$ cat src/hw/rtl/sorted_key_table_lookup_assert.svh
// assertion macros for the sorted key table lookup block
`ifndef SORTED_KEY_TABLE_LOOKUP_ASSERT_SVH
`define SORTED_KEY_TABLE_LOOKUP_ASSERT_SVH
`ifndef SYNTHESIS
`define SKT_ASSERT(lbl, prop) \
  lbl: assert property (@(posedge clk) disable iff (!rst_n) prop) \
    else $error("skt assertion failed");
`define SKT_ASSERT_NEVER(lbl, cond) \
  lbl: assert property (@(posedge clk) disable iff (!rst_n) !(cond)) \
    else $error("skt forbidden condition");
`else
`define SKT_ASSERT(lbl, prop)
`define SKT_ASSERT_NEVER(lbl, cond)
`endif
`endif

$ cat src/hw/rtl/skt_pkg.sv
// shared types and constants for the sorted key table lookup block
package skt_pkg;
  localparam int CAPACITY = 64;
  localparam int IDX_W = $clog2(CAPACITY);
  localparam int CNT_W = $clog2(CAPACITY + 1);
  localparam int KEY_W = 32;
  localparam int VAL_W = 32;

  typedef enum logic [1:0] {
    MODE_PUT   = 2'd0,
    MODE_SORT  = 2'd1,
    MODE_GET   = 2'd2,
    MODE_CLEAR = 2'd3
  } mode_t;

  typedef enum logic [1:0] {
    ST_IDLE,
    ST_SORT,
    ST_CMP,
    ST_SRCH
  } state_t;

  typedef struct packed {
    logic [KEY_W-1:0] key;
    logic [VAL_W-1:0] val;
  } entry_t;

  typedef struct packed {
    logic load;
    logic take_left;
    logic take_right;
  } cell_ctl_t;
endpackage

$ cat src/hw/rtl/skt_cell.sv
// one table entry cell: holds a pair, swaps with neighbors, compares to query
module skt_cell (
  input  logic                      clk,
  input  skt_pkg::cell_ctl_t        ctl,
  input  skt_pkg::entry_t           load_data,
  input  skt_pkg::entry_t           left_data,
  input  skt_pkg::entry_t           right_data,
  input  logic [skt_pkg::KEY_W-1:0] q_key,
  output skt_pkg::entry_t           data,
  output logic                      gt,
  output logic                      eq
);
  skt_pkg::entry_t data_r;
  skt_pkg::entry_t data_nxt;
  logic            gt_r;
  logic            eq_r;

  // entry update: append load or neighbor exchange
  always_comb begin
    data_nxt = data_r;
    if (ctl.load) begin
      data_nxt = load_data;
    end else if (ctl.take_right) begin
      data_nxt = right_data;
    end else if (ctl.take_left) begin
      data_nxt = left_data;
    end
  end

  // stored pair and registered query compare
  always_ff @(posedge clk) begin
    data_r <= data_nxt;
    gt_r   <= data_r.key > q_key;
    eq_r   <= data_r.key == q_key;
  end

  assign data = data_r;
  assign gt   = gt_r;
  assign eq   = eq_r;
endmodule

$ cat config.mk
export PLATFORM = sky130hd
export DESIGN_NAME = skt_cell
export DESIGN_NICKNAME = d
export VERILOG_FILES = /design/src/hw/rtl/sorted_key_table_lookup_assert.svh /design/src/hw/rtl/skt_pkg.sv /design/src/hw/rtl/skt_cell.sv
export SDC_FILE = /design/constraint.sdc
export NUM_CORES = 1
export LEC_CHECK = 0
export BUFFER_PORTS_ARGS = -buffer_cell sky130_fd_sc_hd__buf_2
export CORE_ASPECT_RATIO = 0.75
export CORE_MARGIN = 1.5
export CORE_UTILIZATION = 25
export CTS_CLUSTER_SIZE = 30
export DETAILED_ROUTE_END_ITERATION = 10
export SLEW_MARGIN = 20
export SYNTH_ARGS = -nofsm -noshare
export SYNTH_HDL_FRONTEND = slang
export SYNTH_SLANG_ARGS = --single-unit
export TNS_END_PERCENT = 1
$ cat constraint.sdc
create_clock -name clk -period 5.9 [get_ports clk]
set_input_delay 0.295 -clock clk [delete_from_list [all_inputs] [get_ports clk]]
set_output_delay 0.295 -clock clk [all_outputs]
set_load 0.02 [all_outputs]
# After elaboration in Yosys (flattened, before gate mapping)
# Cells that the tools add are included.
dict set report totals {
  register_bits 66
  in_bits 228
  out_inout_bits 66
}
dict set report op_classes {
  order_cmp 1
  eq_ne 1
  muxes 3
  reduce_logical 1
}
# operator count
set ops {}
lappend ops {{64-bit two-way mux} 3}
lappend ops {{32-bit equality test} 1}
lappend ops {{32-bit greater-than comparator} 1}
lappend ops {{3-bit nonzero test} 1}

# Longest topological paths before layout
# Gate-level depths: netlist of the first run.
dict set report logic_depth {
  word_depth 3
  ltp_mapped 7
}

# Worst setup path after synthesis of the first run
# Ideal clock, no wire load.
dict set report synth_path {
  kind {input -> register}
  from {input port ctl[2] (netlist bit)}
  to {register data_r (netlist bit data[0]), enable pin}
  setup_ns 0.425
  arrival_ns 1.964
  path_slack_ns 3.511
  stages 2
  cell_sequence {clkbuf_1 > or3_1}
}
dict set report synth_via {
  elab_chain_cells 1
}
# item line_no
set synth_rtl {}
lappend synth_rtl {{from (decl)} skt_cell.sv:4} ;# input skt_pkg::cell_ctl_t ctl,
lappend synth_rtl {{3-bit nonzero test (no source line)} --}
lappend synth_rtl {{to (signal assigned)} skt_cell.sv:32} ;# data_r <= data_nxt;
lappend synth_rtl {{to (decl)} skt_cell.sv:13} ;# skt_pkg::entry_t data_r;
# Every way passes these cells.
# A chain may end at the register's enable or synchronous reset.

# Worst setup path after layout of the first run
dict set report layout_path {
  from {register data_r (netlist bit data[62])}
  to {register gt_r (netlist: gt)}
}
dict set report layout_via {
  elab_chain_cells 1
}
# item line_no
set layout_rtl {}
lappend layout_rtl {{32-bit greater-than comparator} skt_cell.sv:33} ;# gt_r <= data_r.key > q_key;
lappend layout_rtl {{to (signal assigned)} skt_cell.sv:33}
lappend layout_rtl {{to (decl)} skt_cell.sv:15} ;# logic gt_r;
# Every way passes these cells.

==> results.json, run 1 <==
{
  "status": "completed",
  "fmax_mhz": 522,
  "layout-drive-gt1-share_pct": 45.5,
  "fin_crit_ps": 1910,
  "dr.pass1.iters": 6,
  "antenna_found_initial": 0,
  "start_util_pct": 25.5,
  "grt_usage_pct": 13.6,
  "drv_cap": 0,
  "clock-sinks": 66,
  "syn_area_sq_um": 4070,
  "h-tree-depth": 3,
  "cts_buffer_depth": 2,
  "worstSetupPathType": "reg -> reg",
  "synth_area_per_cell_sq_um": 10.4,
  "async_flop_share_pct": 0,
  "cts_resized": 0,
  "grt_pass1_vias": 3487,
  "fin_ws_ps": 3990,
  "setup_violations": 0,
  "startpoint_type": "flop",
  "cpLargestDelayFamily": "simple AND/OR/NAND/NOR gates",
  "cp_cell_sequence": "ha_1 -> and4_1 -> nand4_1 -> nor4_2 -> and3_1 -> a21oi_1",
  "leakage_nw": 3.15,
  "tightest_slew_ps": 862,
  "clk_latency_ps": 330,
  "holdCritStartpoint": "load_data[23]",
  "drc": 0,
  "cp-startpoint": "data[62]",
  "numCtsBuffers": 9,
  "path_clk_slew_ps": 50,
  "synth_seq_cells": 66,
  "yosysUniqueCellTypes": 29,
  "finClkSkew_ps": 3.11,
  "relSlewSlack_pct": 42.5,
  "syn_nets": 650,
  "arrival_ps": 2120,
  "synth.top_cell.area_share_pct": 47.2,
  "die_y_um": 114,
  "gr-total-overflow": 0,
  "yosysMostFrequentCell": "nand2_1",
  "critPathMaxFanout": 3,
  "via_count": 3778,
  "clockRootBuffer": "clkbuf_16",
  "nets": 936,
  "yosysWarningCount": 0,
  "hold_path_class": "in -> reg",
  "synth_edf_count": 64,
  "critical_path_buf_inv_count": 0,
  "yosysSeqAreaShare_pct": 48.2,
  "syn-instance-count": 390,
  "cts_tree": "yes",
  "slew_violations": 0,
  "dp_hpwl_mm": 9.33,
  "die-area_sq_um": 17100,
  "synth.largest_area_cell": "edfxtp_1",
  "antennaDiodeCount": 0,
  "drtIter0Drc": 133,
  "crit_required_ps": 6110,
  "cp-end-kind": "flop",
  "slowest_stage": "nor4_2",
  "ctsHoldBuffers": 0,
  "routed_via_density": 4.24,
  "wl_per_cell_um": 13.2,
  "critPathMaxStageDelay_ps": 400,
  "post-route-period-util_pct": 32.5,
  "grt_setup_unrepaired": "false",
  "setup_tns_ps": 0,
  "yosys-top-cells-count": "nand2_1, o21ai_0, edfxtp_1, mux2i_1, inv_1",
  "drt-total-wl_mm": 11.7,
  "gp_congestion": 0.758,
  "die_width_um": 150,
  "hold_viol": 0,
  "r2r-start": "data[62]",
  "grt_pass1_wl_mm": 17.6,
  "pre_cts_slack_ps": 3800,
  "io-pin-count": 294,
  "io_buffers": 293,
  "post-cts-setup-buffers": 0,
  "synthToLayoutAreaGrowth_pct": 47.7,
  "rows": 40,
  "antenna_left": 0,
  "grt_max_degree": 67,
  "synthTopCellsByArea": "edfxtp_1, mux2i_1, ha_1",
  "core-area_sq_um": 16000,
  "vdd_ir_drop_max_mv": 0.119,
  "synth_ff_type": "edfxtp_1",
  "post-route-util_pct": 37.7,
  "fillerInstances": 1648,
  "power.density_nw_per_um2": 244
}
## kinds of logic (layout without fill, tap and decap cells)
| group | Yosys count | after routing | synth area share (%) |
|---|---|---|---|
| buffers and inverters | 54 | 345 | 5.38 |
| DFF | 66 | 66 | 48.2 |
| muxes | 64 | 64 | 15.7 |
| adders and majority gates | 32 | 32 | 9.83 |
| AOI/OAI and AO/OA | 87 | 87 | 11.6 |
| and+or+nand+nor | 87 | 87 | 9.28 |
## worst reg2reg max path, stage by stage, from the launching register on
cell      delay, ps
edfxtp_1        390
ha_1            320
and4_1          230
nand4_1         150
nor4_2          400
and3_1          250
a21oi_1          50
## per-layer routing
| layer | GRT usage (%) | vias up | part of all wire (%) |
|---|---|---|---|
| li1 | - | 1977 | - |
| met1 | 16.3 | 1624 | 44 |
| met2 | 22.9 | 164 | 46 |
| met3 | 4.20 | 13 | 8.5 |
| met4 | 4.90 | 0 | 1.5 |
| met5 | 0 | - | 0 |
## final timing paths
kind                            endpoint  slack [ps]  depth (start not counted)
worst max-delay path                  gt        3990                          6
worst min register to register        gt         820                          4
worst min-delay path            data[23]         240                          3
worst max register to register        gt        3990                          6
## placed cells by master (no fill, tap or decap), drive strengths merged, types with 2 or more instances in the layout
cell type  instances
nand3              4
a21o               4
mux2i             64
and4               2
a21oi             10
clkinv             3
nand2             69
dfxtp              2
clkbuf            12
inv               33
buf              296
edfxtp            64
o21ai             65
nand4              6
ha                32
a221oi             2
## through the flow
step	cell area [sq um]	total power [mW]	instances	hold slack, ps
after floorplan	4070	0.806	390	482
after global placement	5730	0.968	875	574
after detailed placement	5730	0.970	875	577
after CTS	6010	1.50	891	223
after global routing	6010	1.55	891	233
final	6010	1.47	891	243
## cell type report
cell class                      count  area (sq um)  area share, %
Multi-Input combinational cell    270          1890           31.5
Tap cell                          210           263           4.37
Timing Repair Buffer              296          1490           24.8
Clock buffer                       12           236           3.93
Inverter                           33           124           2.06
Sequential cell                    66          1960           32.6
Clock inverter                      4          42.5          0.707
## sequential cells by signal (all words and copies together) (netlist names)
register  cells
eq            1
data         64
gt            1
## power by group
group	switching [mW]	total, mW	internal [mW]
combinational	0.200	0.355	0.154
clock	0.187	0.511	0.324
sequential	0.0225	0.600	0.578
total	0.410	1.47	1.06
No activity file was read; power rests on OpenSTA's default activity.
==> run 2: changes to the inputs <==
Settings changed: ABC_AREA from default to 1.
Clock period 5.9 ns to 1.6 ns, I/O delays scaled along.
==> results.json, run 2 <==
{
  "status": "completed",
  "synth_top_family_by_area": "compound AO/OA/AOI/OAI gates",
  "muxShareOfSynthArea_pct": 0,
  "synthTopCellsByArea": "edfxtp_1, a21oi_1, ha_1",
  "die-area_sq_um": 17500,
  "timing.rr.end": "gt",
  "fin_ws_ps": 84.3,
  "async_flop_share_pct": 0,
  "routed-wl-met2_mm": 6.66,
  "r2r_slack_ps": 80,
  "cts_resized": 0,
  "layout-drive-gt1-share_pct": 42.9,
  "hold_path_class": "in -> reg",
  "hold_viol": 0,
  "yosysWarningCount": 0,
  "wl_met3_mm": 1.08,
  "m1WireLength_mm": 5.98,
  "fin_crit_ps": 1520,
  "yosysSeqAreaShare_pct": 47.1,
  "pre_cts_slack_ps": 66.5,
  "yosysUniqueCellTypes": 24,
  "rows": 40,
  "synth.largest_area_cell": "edfxtp_1",
  "io-pin-count": 294,
  "dr.pass1.iters": 5,
  "postLayoutCellArea_sq_um": 6220,
  "setup_tns_ps": 0,
  "min_to": "data[28]",
  "cp-end-kind": "flop",
  "startpoint_type": "flop",
  "antenna_found_initial": 1,
  "post-route-util_pct": 38.5,
  "antenna_left": 0,
  "synth_compound_area_share_pct": 18.0,
  "r2r_cells": 8,
  "synth_seq_cells": 66,
  "r2r-start": "data[43]",
  "clock-sinks": 66,
  "hold_depth": 3,
  "place_area_sq_um": 5870,
  "cts_buffer_depth": 2,
  "grt_setup_unrepaired": "true",
  "die_y_um": 115,
  "yosysMostFrequentCell": "a21oi_1",
  "ctsHoldBuffers": 0,
  "routed_via_density": 4.50,
  "post-cts-setup-buffers": 0,
  "syn-instance-count": 495,
  "drt-total-wl_mm": 13.9,
  "die_width_um": 152,
  "fillerInstances": 1701,
  "drtIter0Drc": 218,
  "whs_ps": 77.0,
  "nets": 1041,
  "core-area_sq_um": 16200,
  "start_util_pct": 25.8,
  "grt_max_degree": 65,
  "synth_edf_count": 64,
  "yosys-top-cells-count": "a21oi_1, nand2_1, nor2_1",
  "drc": 0,
  "power.density_nw_per_um2": 932,
  "layout_common_cells": "buf_2, a21oi_1, nand2_1",
  "grt_pass1_vias": 4448,
  "gr-total-overflow": 0,
  "post-route-period-util_pct": 94.7,
  "cts_tree": "yes",
  "path_clk_slew_ps": 60,
  "slew_violations": 0,
  "syn_nets": 755,
  "largest_reg_flops": 64,
  "synth.top_cell.area_share_pct": 46.1,
  "tightest_slew_ps": 470,
  "via_count": 4484,
  "fmax_mhz": 660,
  "syn_area_sq_um": 4170,
  "grt_usage_pct": 15.9,
  "h-tree-depth": 3,
  "arrival_ps": 1730,
  "holdCritStartpoint": "load_data[28]",
  "drv_cap": 0,
  "clk_latency_ps": 320,
  "clockRootBuffer": "clkbuf_16",
  "wl_per_cell_um": 14.0,
  "critPathMaxFanout": 2,
  "highest_layer": "met5",
  "io_buffers": 293,
  "synthSimpleGateAreaFrac_pct": 17.9,
  "synthAdderAreaFrac_pct": 9.61,
  "grt_pass1_wl_mm": 21.9,
  "synth_ff_type": "edfxtp_1",
  "antennaDiodeCount": 0,
  "worstSetupPathType": "reg -> reg",
  "numCtsBuffers": 9,
  "gp_congestion": 0.763,
  "setup_violations": 0,
  "crit_required_ps": 1820,
  "synth_area_per_cell_sq_um": 8.42,
  "vdd_ir_drop_max_mv": 0.561,
  "synthToLayoutAreaGrowth_pct": 49.2,
  "finClkSkew_ps": 4.33,
  "dp_hpwl_mm": 10.9,
  "final_common_cell": "buf_2",
  "leakage_nw": 3.14,
  "synthXorXnorAreaFrac_pct": 0,
  "relSlewSlack_pct": 68.7
}
## run 2: layout make-up
cell class / instances / area [sq um] / area share [%]
sequential: 66 / 1960 / 31.6
multi-input combinational: 360 / 1930 / 31.1
timing repair buffer: 302 / 1580 / 25.5
tap: 210 / 263 / 4.23
clock buffer: 10 / 229 / 3.68
inverter: 42 / 158 / 2.54
clock inverter: 6 / 91.3 / 1.47
## run 2: worst max path at each step
stage | cells after the start | from | to | slack [ps]
floorplan | 7 | data[63] | gt | 100
global placement | 8 | data[43] | gt | 130
detailed placement | 8 | data[43] | gt | 70
CTS | 8 | data[43] | gt | 50
global route | 8 | data[43] | gt | -40
finish | 8 | data[43] | gt | 80
## run 2: kinds of logic (layout without fill, tap and decap cells)
group	after synthesis	after routing
AND/OR/NAND/NOR	180	180
AO/OA/AOI/OAI	148	148
buffers and inverters	69	360
flip-flops	66	66
adder cells (fa/ha/maj)	32	32
## run 2: power by group
group          switching [mW]  internal [mW]  total (mW)  leakage (nW)
Clock                   0.749           1.37        2.12         0.157
Combinational           0.875          0.596        1.47          2.31
Sequential             0.0777           2.13        2.21         0.674
Total                    1.70           4.10        5.80          3.14
## run 2: critical path, stage by stage (launching register included)
cell      delay, ps
edfxtp_1        440
ha_4            300
nand2_1          60
inv_2            60
nand3_2          70
nor3_4          150
nand3_2         130
nor3_4          140
a21oi_2          40
## run 2: layer usage
metal	up-vias	GRT usage [%]
met1	2024	18.4
li1	2249	-
met5	-	0
met4	2	4.92
met2	191	28.0
met3	18	5.31
## run 2: metrics by stage
stage               power [mW]  cells
global route              6.14    996
CTS                       5.88    996
finish                    5.80    996
global placement          3.70    980
floorplan                 3.06    495
detailed placement        3.72    980
